File: config.mk
export PLATFORM = sky130hd
export DESIGN_NAME = divider_timer_with_reload_top_flat
export DESIGN_NICKNAME = d
export VERILOG_FILES = /design/src/sv/dtr_pkg.sv /design/src/sv/dtr_if.sv /design/src/sv/dtr_in_stage.sv /design/src/sv/dtr_core.sv /design/src/sv/divider_timer_with_reload_top.sv /design/src/flat_wrapper.sv
export SDC_FILE = /design/constraint.sdc
export NUM_CORES = 1
export LEC_CHECK = 0
export BUFFER_PORTS_ARGS = -buffer_cell sky130_fd_sc_hd__buf_4
export CAP_MARGIN = 40
export CORE_ASPECT_RATIO = 0.75
export CORE_MARGIN = 1.5
export CORE_UTILIZATION = 60
export DETAILED_ROUTE_END_ITERATION = 10
export PLACE_DENSITY_LB_ADDON = 0.05
export SYNTH_ARGS = -nofsm -noshare
export SYNTH_HDL_FRONTEND = slang
export SYNTH_SLANG_ARGS = --single-unit
File: constraint.sdc
create_clock -name i_clk -period 4.85 [get_ports i_clk]
set_input_delay 0.97 -clock i_clk [delete_from_list [all_inputs] [get_ports i_clk]]
set_output_delay 0.97 -clock i_clk [all_outputs]
set_load 0.1 [all_outputs]
File: src/sv/dtr_pkg.sv
`default_nettype none
package dtr_pkg;

    localparam logic [1:0] ACT_ADVANCE = 2'd0;
    localparam logic [1:0] ACT_READ    = 2'd1;
    localparam logic [1:0] ACT_WRITE   = 2'd2;

    localparam logic [1:0] REG_DIV  = 2'd0;
    localparam logic [1:0] REG_CNT  = 2'd1;
    localparam logic [1:0] REG_MOD  = 2'd2;
    localparam logic [1:0] REG_CTRL = 2'd3;

    localparam logic [7:0] CTRL_READ_ONES = 8'hF8;

    localparam logic [2:0] AGE_IRQ    = 3'd4;
    localparam logic [2:0] AGE_RELOAD = 3'd5;
    localparam logic [2:0] AGE_DONE   = 3'd6;

    typedef struct packed {
        logic [1:0] action;
        logic [1:0] register_select;
        logic [7:0] write_data;
        logic [7:0] tick_count;
    } t_item;

    // enable in ctrl[2], tap select in ctrl[1:0]: bit 9, 3, 5 or 7
    function automatic logic gated_bit(input logic [15:0] div, input logic [2:0] ctrl);
        logic b;
        case (ctrl[1:0])
            2'd0:    b = div[9];
            2'd1:    b = div[3];
            2'd2:    b = div[5];
            default: b = div[7];
        endcase
        return b & ctrl[2];
    endfunction

endpackage
`default_nettype wire

File: src/sv/dtr_if.sv
`default_nettype none
interface dtr_in_if;
    logic       valid;
    logic       ready;
    logic [1:0] action;
    logic [1:0] register_select;
    logic [7:0] write_data;
    logic [7:0] tick_count;

    modport source (output valid, action, register_select, write_data, tick_count,
                    input ready);
    modport sink   (input valid, action, register_select, write_data, tick_count,
                    output ready);
endinterface

interface dtr_out_if;
    logic       valid;
    logic       ready;
    logic [7:0] read_data;
    logic       timer_interrupt;

    modport source (output valid, read_data, timer_interrupt, input ready);
    modport sink   (input valid, read_data, timer_interrupt, output ready);
endinterface
`default_nettype wire

File: src/sv/dtr_in_stage.sv
`default_nettype none
module dtr_in_stage
    import dtr_pkg::*;
(
    input  wire logic  i_clk,
    input  wire logic  i_rst_n,
    input  wire logic  i_valid,
    output logic       o_ready,
    input  wire t_item i_item,
    input  wire logic  i_take,
    output logic       o_valid,
    output t_item      o_item
);

    logic  r_valid;
    t_item r_item;

    assign o_ready = !r_valid || i_take;
    assign o_valid = r_valid;
    assign o_item  = r_item;

    always_ff @(posedge i_clk) begin
        if (!i_rst_n) begin
            r_valid <= 1'b0;
        end else if (o_ready) begin
            r_valid <= i_valid;
        end
    end

    always_ff @(posedge i_clk) begin
        if (o_ready && i_valid) begin
            r_item <= i_item;
        end
    end

endmodule
`default_nettype wire

File: src/sv/dtr_core.sv
`default_nettype none
module dtr_core
    import dtr_pkg::*;
(
    input  wire logic  i_clk,
    input  wire logic  i_rst_n,
    input  wire logic  i_valid,
    input  wire t_item i_item,
    output logic       o_take,
    output logic       o_valid,
    input  wire logic  i_ready,
    output logic [7:0] o_read_data,
    output logic       o_timer_interrupt
);

    logic [15:0] r_div, n_div;
    logic [7:0]  r_cnt, n_cnt;
    logic [7:0]  r_mod, n_mod;
    logic [2:0]  r_ctrl, n_ctrl;
    logic        r_last, n_last;
    logic        r_pend, n_pend;
    logic [2:0]  r_age, n_age;

    logic        r_out_valid;
    logic [7:0]  r_rd, n_rd;
    logic        r_irq, n_irq;

    logic        s_bit;

    assign o_take            = i_valid && (!r_out_valid || i_ready);
    assign o_valid           = r_out_valid;
    assign o_read_data       = r_rd;
    assign o_timer_interrupt = r_irq;

    always_comb begin
        n_div  = r_div;
        n_cnt  = r_cnt;
        n_mod  = r_mod;
        n_ctrl = r_ctrl;
        n_last = r_last;
        n_pend = r_pend;
        n_age  = r_age;
        n_rd   = 8'd0;
        n_irq  = 1'b0;
        s_bit  = 1'b0;

        case (i_item.action)
            ACT_ADVANCE: begin
                n_div = r_div + {8'd0, i_item.tick_count};
                s_bit = gated_bit(n_div, r_ctrl);
                if (!s_bit && r_last) begin
                    n_cnt = r_cnt + 8'd1;
                    if (n_cnt == 8'd0) begin
                        n_pend = 1'b1;
                        n_age  = 3'd0;
                    end
                end
                n_last = s_bit;
                if (n_pend) begin
                    n_age = n_age + 3'd1;
                    if (n_age == AGE_IRQ) begin
                        n_irq = 1'b1;
                    end
                    if (n_age == AGE_RELOAD) begin
                        n_cnt = r_mod;
                    end
                    if (n_age == AGE_DONE) begin
                        n_cnt  = r_mod;
                        n_pend = 1'b0;
                        n_age  = 3'd0;
                    end
                end
            end
            ACT_READ: begin
                case (i_item.register_select)
                    REG_DIV: n_rd = r_div[15:8];
                    REG_CNT: n_rd = r_cnt;
                    REG_MOD: n_rd = r_mod;
                    default: n_rd = CTRL_READ_ONES | {5'd0, r_ctrl};
                endcase
            end
            ACT_WRITE: begin
                case (i_item.register_select)
                    REG_DIV: begin
                        // cleared divider gates low: a high last bit is a falling edge
                        n_div  = 16'd0;
                        n_last = 1'b0;
                        if (r_last) begin
                            n_cnt = r_cnt + 8'd1;
                            if (n_cnt == 8'd0) begin
                                n_pend = 1'b1;
                                n_age  = 3'd0;
                            end
                        end
                    end
                    REG_CNT: begin
                        if (r_age < AGE_RELOAD) begin
                            n_cnt  = i_item.write_data;
                            n_pend = 1'b0;
                            n_age  = 3'd0;
                        end
                    end
                    REG_MOD: n_mod = i_item.write_data;
                    default: n_ctrl = i_item.write_data[2:0];
                endcase
            end
            default: begin
                n_rd = 8'd0;
            end
        endcase
    end

    always_ff @(posedge i_clk) begin
        if (!i_rst_n) begin
            r_div       <= 16'd0;
            r_cnt       <= 8'd0;
            r_mod       <= 8'd0;
            r_ctrl      <= 3'd0;
            r_last      <= 1'b0;
            r_pend      <= 1'b0;
            r_age       <= 3'd0;
            r_out_valid <= 1'b0;
        end else begin
            if (o_take) begin
                r_div  <= n_div;
                r_cnt  <= n_cnt;
                r_mod  <= n_mod;
                r_ctrl <= n_ctrl;
                r_last <= n_last;
                r_pend <= n_pend;
                r_age  <= n_age;
            end
            if (o_take) begin
                r_out_valid <= 1'b1;
            end else if (i_ready) begin
                r_out_valid <= 1'b0;
            end
        end
    end

    always_ff @(posedge i_clk) begin
        if (o_take) begin
            r_rd  <= n_rd;
            r_irq <= n_irq;
        end
    end

endmodule
`default_nettype wire

File: src/sv/divider_timer_with_reload_top.sv
// channel  dir  handshake     payload
// i_in     in   valid/ready   action, register_select, write_data, tick_count
// o_out    out  valid/ready   read_data, timer_interrupt
//
// From input transfer to result an item passes the input register, then the
// state update and result register. One item per cycle sustained while the
// output is not stalled; the timer state is updated as an item leaves the input register.
// Synchronous active-low reset clears all timer state and both valid flags.
// A stalled output holds its result; the input register still takes one
// more item, then input ready drops until the output drains.
`default_nettype none
module divider_timer_with_reload_top
    import dtr_pkg::*;
(
    input  wire logic  i_clk,
    input  wire logic  i_rst_n,
    dtr_in_if.sink     i_in,
    dtr_out_if.source  o_out
);

    t_item s_in_item;
    t_item s_st_item;
    logic  s_st_valid;
    logic  s_take;
    logic  s_in_ready;
    logic  s_out_valid;
    logic  [7:0] s_rd;
    logic  s_irq;

    assign s_in_item.action          = i_in.action;
    assign s_in_item.register_select = i_in.register_select;
    assign s_in_item.write_data      = i_in.write_data;
    assign s_in_item.tick_count      = i_in.tick_count;
    assign i_in.ready                = s_in_ready;

    assign o_out.valid           = s_out_valid;
    assign o_out.read_data       = s_rd;
    assign o_out.timer_interrupt = s_irq;

    dtr_in_stage u_in_stage (
        .i_clk   (i_clk),
        .i_rst_n (i_rst_n),
        .i_valid (i_in.valid),
        .o_ready (s_in_ready),
        .i_item  (s_in_item),
        .i_take  (s_take),
        .o_valid (s_st_valid),
        .o_item  (s_st_item)
    );

    dtr_core u_core (
        .i_clk             (i_clk),
        .i_rst_n           (i_rst_n),
        .i_valid           (s_st_valid),
        .i_item            (s_st_item),
        .o_take            (s_take),
        .o_valid           (s_out_valid),
        .i_ready           (o_out.ready),
        .o_read_data       (s_rd),
        .o_timer_interrupt (s_irq)
    );

endmodule
`default_nettype wire

File: src/flat_wrapper.sv
// flat-port wrapper written by rule: the top's interface ports become plain ports
module divider_timer_with_reload_top_flat import dtr_pkg::*;
  (i_clk, i_rst_n, i_in_valid, i_in_action, i_in_register_select, i_in_write_data, i_in_tick_count, i_in_ready, o_out_valid, o_out_read_data, o_out_timer_interrupt, o_out_ready);
  dtr_in_if i_in_i ();
  dtr_out_if o_out_i ();
  input  wire logic i_clk;
  input  wire logic i_rst_n;
  input wire logic [$bits(i_in_i.valid)-1:0] i_in_valid;
  input wire logic [$bits(i_in_i.action)-1:0] i_in_action;
  input wire logic [$bits(i_in_i.register_select)-1:0] i_in_register_select;
  input wire logic [$bits(i_in_i.write_data)-1:0] i_in_write_data;
  input wire logic [$bits(i_in_i.tick_count)-1:0] i_in_tick_count;
  output wire logic [$bits(i_in_i.ready)-1:0] i_in_ready;
  output wire logic [$bits(o_out_i.valid)-1:0] o_out_valid;
  output wire logic [$bits(o_out_i.read_data)-1:0] o_out_read_data;
  output wire logic [$bits(o_out_i.timer_interrupt)-1:0] o_out_timer_interrupt;
  input wire logic [$bits(o_out_i.ready)-1:0] o_out_ready;
  assign i_in_i.valid = i_in_valid;
  assign i_in_i.action = i_in_action;
  assign i_in_i.register_select = i_in_register_select;
  assign i_in_i.write_data = i_in_write_data;
  assign i_in_i.tick_count = i_in_tick_count;
  assign i_in_ready = i_in_i.ready;
  assign o_out_valid = o_out_i.valid;
  assign o_out_read_data = o_out_i.read_data;
  assign o_out_timer_interrupt = o_out_i.timer_interrupt;
  assign o_out_i.ready = o_out_ready;
  divider_timer_with_reload_top u_core (.i_clk(i_clk), .i_rst_n(i_rst_n), .i_in(i_in_i), .o_out(o_out_i));
endmodule
After elaboration in Yosys (flattened, before gate mapping)
Index checks and enable logic that the tools add are counted.
{ "word_totals": {"ff_bits": 71, "inputBits": 24, "out_inout_bits": 11, "elab_cells": 90} }
{ "classes": {"n_addsub": 3, "order_cmp": 1, "n_eq_ne": 13, "mux": 36, "n_bitwise": 2, "n_reduce_logical": 20} }
{ "op_table": {"columns": ["cell", "n"], "rows": [
  ["$mux 8", 6],
  ["$pmux 16 s2", 1],
  ["$pmux 8 s2", 2],
  ["$pmux 8 s3", 1],
  ["$mux 3", 7],
  ["$add 16x8->16", 1],
  ["$mux 16", 1],
  ["$mux 1", 12],
  ["$pmux 3 s2", 2],
  ["$eq 3x3->1 const B", 3],
  ["$reduce_and 3->1", 3],
  ["$add 8x1->8 const B", 1],
  ["$logic_not 8->1", 1],
  ["$eq 2x1->1 const B", 3],
  ["$eq 2x2->1 const B", 3],
  ["$logic_not 2->1", 3],
  ["$ne 3x3->1 const B", 2],
  ["$pmux 1 s2", 3],
  ["$reduce_and 5->1", 1],
  ["$reduce_bool 2->1", 2],
  ["$add 3x1->3 const B", 1],
  ["$logic_and 1x1->1", 3],
  ["$logic_not 1->1", 3],
  ["$lt 3x3->1 const B", 1],
  ["other kinds (8)", 9]
]} }

Logic depth before layout (Yosys ltp)
{ "logic_depth": {"ltp_word": 14, "depth_mapped": 19, "mapped_depth_nobuf": 17} }

Hierarchy
A second synthesis with hierarchy kept.
{ "unflattened": {"hier_cells": 427, "hier_area_um2": 4119.0} }
{ "modules_own_cells": {"columns": ["module", "n_inst", "cells_each", "area_each_um2", "seq_area_each_um2"], "rows": [
  ["dtr_core", 1, 402, 3460.8, 1091.0],
  ["dtr_in_stage", 1, 25, 658.1, 620.6]
]} }

Least setup slack after synthesis
Ideal clock, no wire load.
{ "synth_path": {"path_type": "register to register", "startpoint": "register u_core.u_in_stage.r_item, in the netlist u_core.u_in_stage.o_item[4]", "endpoint": "register u_core.u_core.r_cnt[0]", "setup_time_ns": 0.126, "arrival_ns": 3.910, "required_time_ns": 4.724, "slack_ns": 0.814, "path_stages_with_launch": 16, "path_buffers": 1, "period_less_slack_ns": 4.036, "path_cell_list": "edfxtp_1 -> ha_1 -> a21oi_1 -> and2_4 -> nand2_1 -> a221o_2 -> o31ai_2 -> nor2_1 -> nor2b_1 -> ha_1 -> inv_1 -> or4_4 -> a21oi_4 -> buf_6 -> mux2i_1 -> a221oi_2"} }
{ "synth_between": {"elab_chain_len": 14, "elab_cells_between_ends": 18, "classes_between": "2 x add/sub; 2 x eq/ne; 11 x mux; 1 x bitwise; 2 x reduce/logical"} }
{ "synth_lines": {"columns": ["element", "line_no", "rtl"], "rows": [
  ["from (decl)", "dtr_in_stage.sv:16", "t_item r_item;"],
  ["from (signal assigned)", "dtr_in_stage.sv:32", "r_item <= i_item;"],
  ["$add 16x8->16 (*)", "dtr_core.sv:49", "n_div = r_div + {8'd0, i_item.tick_count};"],
  ["$pmux 1 s3 (*)", "dtr_pkg.sv:29", "case (ctrl[1:0])"],
  ["$mux 1 (*)", "dtr_core.sv:47", "case (i_item.action)"],
  ["$and 1x1->1 (*)", "dtr_pkg.sv:35", "return b & ctrl[2];"],
  ["$logic_not 1->1 (*)", "dtr_core.sv:51", "if (!s_bit && r_last) begin"],
  ["$logic_and 1x1->1 (*)", "dtr_core.sv:51", null],
  ["$mux 3", "dtr_core.sv:51", null],
  ["$mux 3", "dtr_core.sv:47", null],
  ["$add 3x1->3", "dtr_core.sv:60", "n_age = n_age + 3'd1;"],
  ["$eq 3x3->1", "dtr_core.sv:64", "if (n_age == AGE_RELOAD) begin"],
  ["$mux 8", "dtr_core.sv:64", null],
  ["$mux 8", "dtr_core.sv:67", "if (n_age == AGE_DONE) begin"],
  ["$mux 8 (*)", "dtr_core.sv:59", "if (n_pend) begin"],
  ["$pmux 8 s2 (*)", "dtr_core.sv:47", null],
  ["to (signal assigned)", "dtr_core.sv:126", "r_cnt <= n_cnt;"],
  ["to (decl)", "dtr_core.sv:17", "logic [7:0] r_cnt, n_cnt;"]
]} }
Every way passes the cells marked *; elsewhere a longest branch is shown, timed or not. The select of a mux whose other input is x is not followed.
A chain may end at the register's enable or synchronous reset.

Worst setup path in the final report
{ "layout_path": {"startpoint": "register u_core.u_in_stage.r_item, in the netlist u_core.u_in_stage.o_item[4]", "endpoint": "register u_core.u_core.r_cnt[6]"} }
Same word-level chain as after synthesis.

==> flow_summary.yaml <==
status:
  status: "finished clean"
grt:
  initial_antenna_violation_count: 0
  grt_start_max_net_pins: 39
  grt-ovfl-total: 0
  grt.total_usage_pct: 26.4
  first_global_vias: 3086
  grt_first_pass_wirelength_mm: 14.9
routing:
  vias_per_instance: 6.08
  met2_wirelength_mm: 4.08
  drt_wl_total_mm: 9.10
  detailroute.wirelength.met3_um: 667
  drc_errors: 0
  dr.pass1.iters: 5
  wl_per_cell_um: 17.0
  detailroute.via_count: 3248
  detail_route.wirelength.met1_mm: 4.23
  drt-initial-drc-count: 167
  drt.antenna.violating_nets: 0
  highest-signal-layer: "met4"
sta:
  period_needed_ns: 4.23
  worst_clock_skew_ns: 0.0102
  hold-worst-slack_ns: 0.508
  finalSetupTns_ns: 0
  maxSlewViolCount: 0
  report.final.setup_viol: 0
  worst_pin_slew_ns: 0.832
  finalCritPeriodShare_pct: 87.3
  finalWorstSetupSlack_ns: 0.618
  worst_slew_margin_rel_pct: 44.1
  max_freq_mhz: 236
  finalHoldViolCount: 0
  grt_setup_unrepaired: "no"
synthesis:
  yosys-top-cells-area: "sky130_fd_sc_hd__edfxtp_1 (21%), sky130_fd_sc_hd__dfxtp_1 (21%), sky130_fd_sc_hd__nor2b_1 (4.5%)"
  yosysWarningCount: 0
  netlist_top_cells_count: "sky130_fd_sc_hd__dfxtp_1 (42), sky130_fd_sc_hd__nand2_1 (36), sky130_fd_sc_hd__edfxtp_1 (29), sky130_fd_sc_hd__nor2b_1 (29), sky130_fd_sc_hd__o21ai_0 (28)"
  post-synth-top-area-fraction_pct: 21.4
  synthMostInstantiatedCell: "sky130_fd_sc_hd__dfxtp_1"
  synth-adder-area-share_pct: 4.48
  synth_area_in_xor_xnor_pct: 5.37
  synth.net_count: 460
  yosys.area_share.simple_pct: 20.6
  ys.flop_type: "sky130_fd_sc_hd__dfxtp_1"
  post_synthesis_average_cell_area_um2: 9.66
  main_combinational_cell_family_by_area_after_synthesis: "simple AND/OR/NAND/NOR gates"
  yosys-mux-area-fraction_pct: 6.48
  yosysTopAreaCell: "sky130_fd_sc_hd__edfxtp_1"
  synth_enable_flop_cells: 29
  post_synth_num_cell_types: 62
  postSynthRegisterBits: 71
  mappedNetlistArea_um2: 4080
  syn-instance-count: 422
  synth-seq-area-share_pct: 42.0
  synth-compound-area-share_pct: 16.3
  ys_async_sr_fraction_pct: 0
critical_path:
  max_stage_delay_ns: 0.47
  timing.critical_path.fanout_max: 15
  crit_chain: "ha_1 > a21oi_1 > and2_4 > nand2_1 > a221o_2 > o31ai_2 > buf_4 > nor2_1 > nor2b_1 > ha_1 > inv_1 > nand2_1 > o21bai_1 > o21ai_0 > o21ai_2 > a21oi_4 > or3_2 > a31oi_1"
  largest_delay_share_family_worst_path: "compound AO/OA/AOI/OAI gates"
  critPathArrivalTime_ns: 4.50
  critPathBufInv: 2
  setup.worst_path.start_class: "register"
  depth_of_the_most_critical_reg_to_reg_path: 18
  worst_ep_required_time_ns: 5.12
  critPathKind: "register to register"
  highest_delay_cell_along_the_critical_path: "sky130_fd_sc_hd__or3_2"
  worstSetupEndpointType: "register"
  critical_path_depth: 18
finish:
  antennaDiodeCount: 0
  post_layout_nonfiller_instances: 534
  final_layout_size_suffix_gt1_share_pct: 19.2
  area.growth.synth_to_final_pct: 10.6
  fillCellCount: 495
  nets: 486
die:
  fp.coreArea_um2: 6440
  std_cell_rows: 25
  initial_core_util_pct: 63.3
  io_pins: 35
  die_boundary_height_um: 74.4
  floorplan.die.width_um: 98.2
  die_area_um2: 7300
clock_tree:
  cts.root.buffer_cell: "sky130_fd_sc_hd__clkbuf_8"
  clock_sinks: 71
  clock_path_buffers: 2
  number_of_buffers_created_by_cts: 9
  tritoncts_clock_tree: "done"
  cts-resized-gates: 0
  cts_hold_repair.buffers: 0
  worst_skew_pair.late_latency_ns: 0.34
  post-cts-setup-buffers: 0
  cts-htree-levels: 3
  cts.reportedPaths.clkPinSlew_ns: 0.08
hold_path:
  worst_hold_path_cell_count: 2
  timing.hold.worst.class: "register to register"
placement:
  dp_slack_ns: 0.690
  globalplace.congestion: 0.867
  port_buffers: 34
  detailedPlacementHpwl_mm: 6.47
  dpl.cell_count: 518
pwr:
  power.density_nw_per_um2: 278
  p_leak_nw: 1.62
  finalPower_w: 0.00125
  peakVddDrop_mv: 0.166
job:
  max-cap-violations: 0
-- per-stage QoR --
stage | cell area (um2) | utilization, %
finish | 4510 | 70.0
global route | 4510 | 70.0
CTS | 4510 | 70.0
detailed placement | 4320 | 67.1
global placement | 4290 | 66.5
floorplan | 4080 | -
-- worst reg2reg max path: stages (launching register included) --
cell and delay, ns:
sky130_fd_sc_hd__edfxtp_1 0.37, sky130_fd_sc_hd__ha_1 0.36, sky130_fd_sc_hd__a21oi_1 0.20, sky130_fd_sc_hd__and2_4 0.17
sky130_fd_sc_hd__nand2_1 0.12, sky130_fd_sc_hd__a221o_2 0.42, sky130_fd_sc_hd__o31ai_2 0.21, sky130_fd_sc_hd__buf_4 0.21
sky130_fd_sc_hd__nor2_1 0.12, sky130_fd_sc_hd__nor2b_1 0.28, sky130_fd_sc_hd__ha_1 0.23, sky130_fd_sc_hd__inv_1 0.09
sky130_fd_sc_hd__nand2_1 0.14, sky130_fd_sc_hd__o21bai_1 0.13, sky130_fd_sc_hd__o21ai_0 0.12, sky130_fd_sc_hd__o21ai_2 0.19
sky130_fd_sc_hd__a21oi_4 0.15, sky130_fd_sc_hd__or3_2 0.47, sky130_fd_sc_hd__a31oi_1 0.17
-- path summary, 6_finish.rpt --
path                            endpoint                        start  slack (ns)
setup / recovery  u_core.u_core.r_cnt[6]  u_core.u_in_stage.o_item[4]        0.62
setup reg to reg  u_core.u_core.r_cnt[6]  u_core.u_in_stage.o_item[4]        0.62
hold reg to reg   u_core.u_core.r_cnt[2]       u_core.u_core.r_mod[2]        0.51
hold / removal    u_core.u_core.r_cnt[2]       u_core.u_core.r_mod[2]        0.51
-- metal layers --
layer  track usage, %  up-vias
met1             35.2     1538
met3             6.77       18
met2             42.6      122
met5                0        -
li1                 -     1570
met4             9.39        0
-- flip-flops by register name (all words and copies together), names as in the netlist --
| register | flops |
|---|---|
| u_core.u_core.r_cnt | 8 |
| u_core.u_core.r_ctrl | 3 |
| u_core.u_in_stage.o_item | 20 |
| u_core.u_core.o_timer_interrupt | 1 |
| u_core.u_core.r_pend | 1 |
| u_core.u_core.r_last | 1 |
| u_core.u_in_stage.o_valid | 1 |
| u_core.u_core.r_div | 16 |
| u_core.u_core.o_valid | 1 |
| u_core.u_core.r_mod | 8 |
| u_core.u_core.r_age | 3 |
| u_core.u_core.o_read_data | 8 |
-- cell type report --
class | instances | area, um2 | share of cell area [%]
multi-input combinational | 317 | 2170 | 48.1
sequential | 71 | 1710 | 38.0
timing repair buffer | 40 | 308 | 6.83
clock buffer | 13 | 170 | 3.77
tap | 81 | 101 | 2.25
inverter | 9 | 33.8 | 0.749
clock inverter | 3 | 15.0 | 0.333
-- logic make-up (layout without fill, tap and decap cells) --
kind of cell | Yosys count | count (layout)
xor+xnor | 25 | 25
buf+inv | 34 | 65
mux | 22 | 22
simple gates | 158 | 158
fa+ha+maj | 14 | 14
compound gates | 98 | 98
flops | 71 | 71
-- power by group --
| part | total [W] | switching, W | leakage (nW) | internal [W] |
|---|---|---|---|---|
| sequential | 0.000661 | 0.0000194 | 0.618 | 0.000642 |
| combinational | 0.000141 | 0.0000883 | 0.904 | 0.0000529 |
| clock | 0.000451 | 0.000222 | 0.0983 | 0.000229 |
-- layout by cell type, fill, tap and decap left out, types with 2 or more instances in the layout --
| cell type | n |
|---|---|
| sky130_fd_sc_hd__or3_1 | 5 |
| sky130_fd_sc_hd__nand2b_1 | 4 |
| sky130_fd_sc_hd__mux2i_1 | 14 |
| sky130_fd_sc_hd__clkbuf_8 | 10 |
| sky130_fd_sc_hd__a21oi_2 | 2 |
| sky130_fd_sc_hd__nor2b_1 | 29 |
| sky130_fd_sc_hd__or4_4 | 2 |
| sky130_fd_sc_hd__dfxtp_1 | 42 |
| sky130_fd_sc_hd__ha_1 | 13 |
| sky130_fd_sc_hd__xor2_1 | 6 |
| sky130_fd_sc_hd__nor3b_1 | 2 |
| sky130_fd_sc_hd__o221a_2 | 5 |
| sky130_fd_sc_hd__nand3b_1 | 2 |
| sky130_fd_sc_hd__nand2_1 | 36 |
| sky130_fd_sc_hd__mux2_2 | 5 |
| sky130_fd_sc_hd__inv_1 | 9 |
| sky130_fd_sc_hd__or3_2 | 4 |
| sky130_fd_sc_hd__o21ai_0 | 28 |
| sky130_fd_sc_hd__o21bai_1 | 3 |
| sky130_fd_sc_hd__clkinv_2 | 3 |
| sky130_fd_sc_hd__a21o_1 | 5 |
| sky130_fd_sc_hd__buf_4 | 39 |
| sky130_fd_sc_hd__and2_1 | 7 |
| sky130_fd_sc_hd__nor2_1 | 26 |
| sky130_fd_sc_hd__o21ai_2 | 2 |
| sky130_fd_sc_hd__a31oi_1 | 8 |
| sky130_fd_sc_hd__nand4_1 | 2 |
| sky130_fd_sc_hd__nor3_1 | 6 |
| sky130_fd_sc_hd__a22oi_1 | 7 |
| sky130_fd_sc_hd__nand3_1 | 19 |
| sky130_fd_sc_hd__clkbuf_1 | 2 |
| sky130_fd_sc_hd__mux4_2 | 3 |
| sky130_fd_sc_hd__nor4_1 | 4 |
| sky130_fd_sc_hd__edfxtp_1 | 29 |
| sky130_fd_sc_hd__xnor2_1 | 19 |
| sky130_fd_sc_hd__and3_1 | 4 |
| sky130_fd_sc_hd__a21oi_1 | 23 |
(Power assumes the default switching activity.)
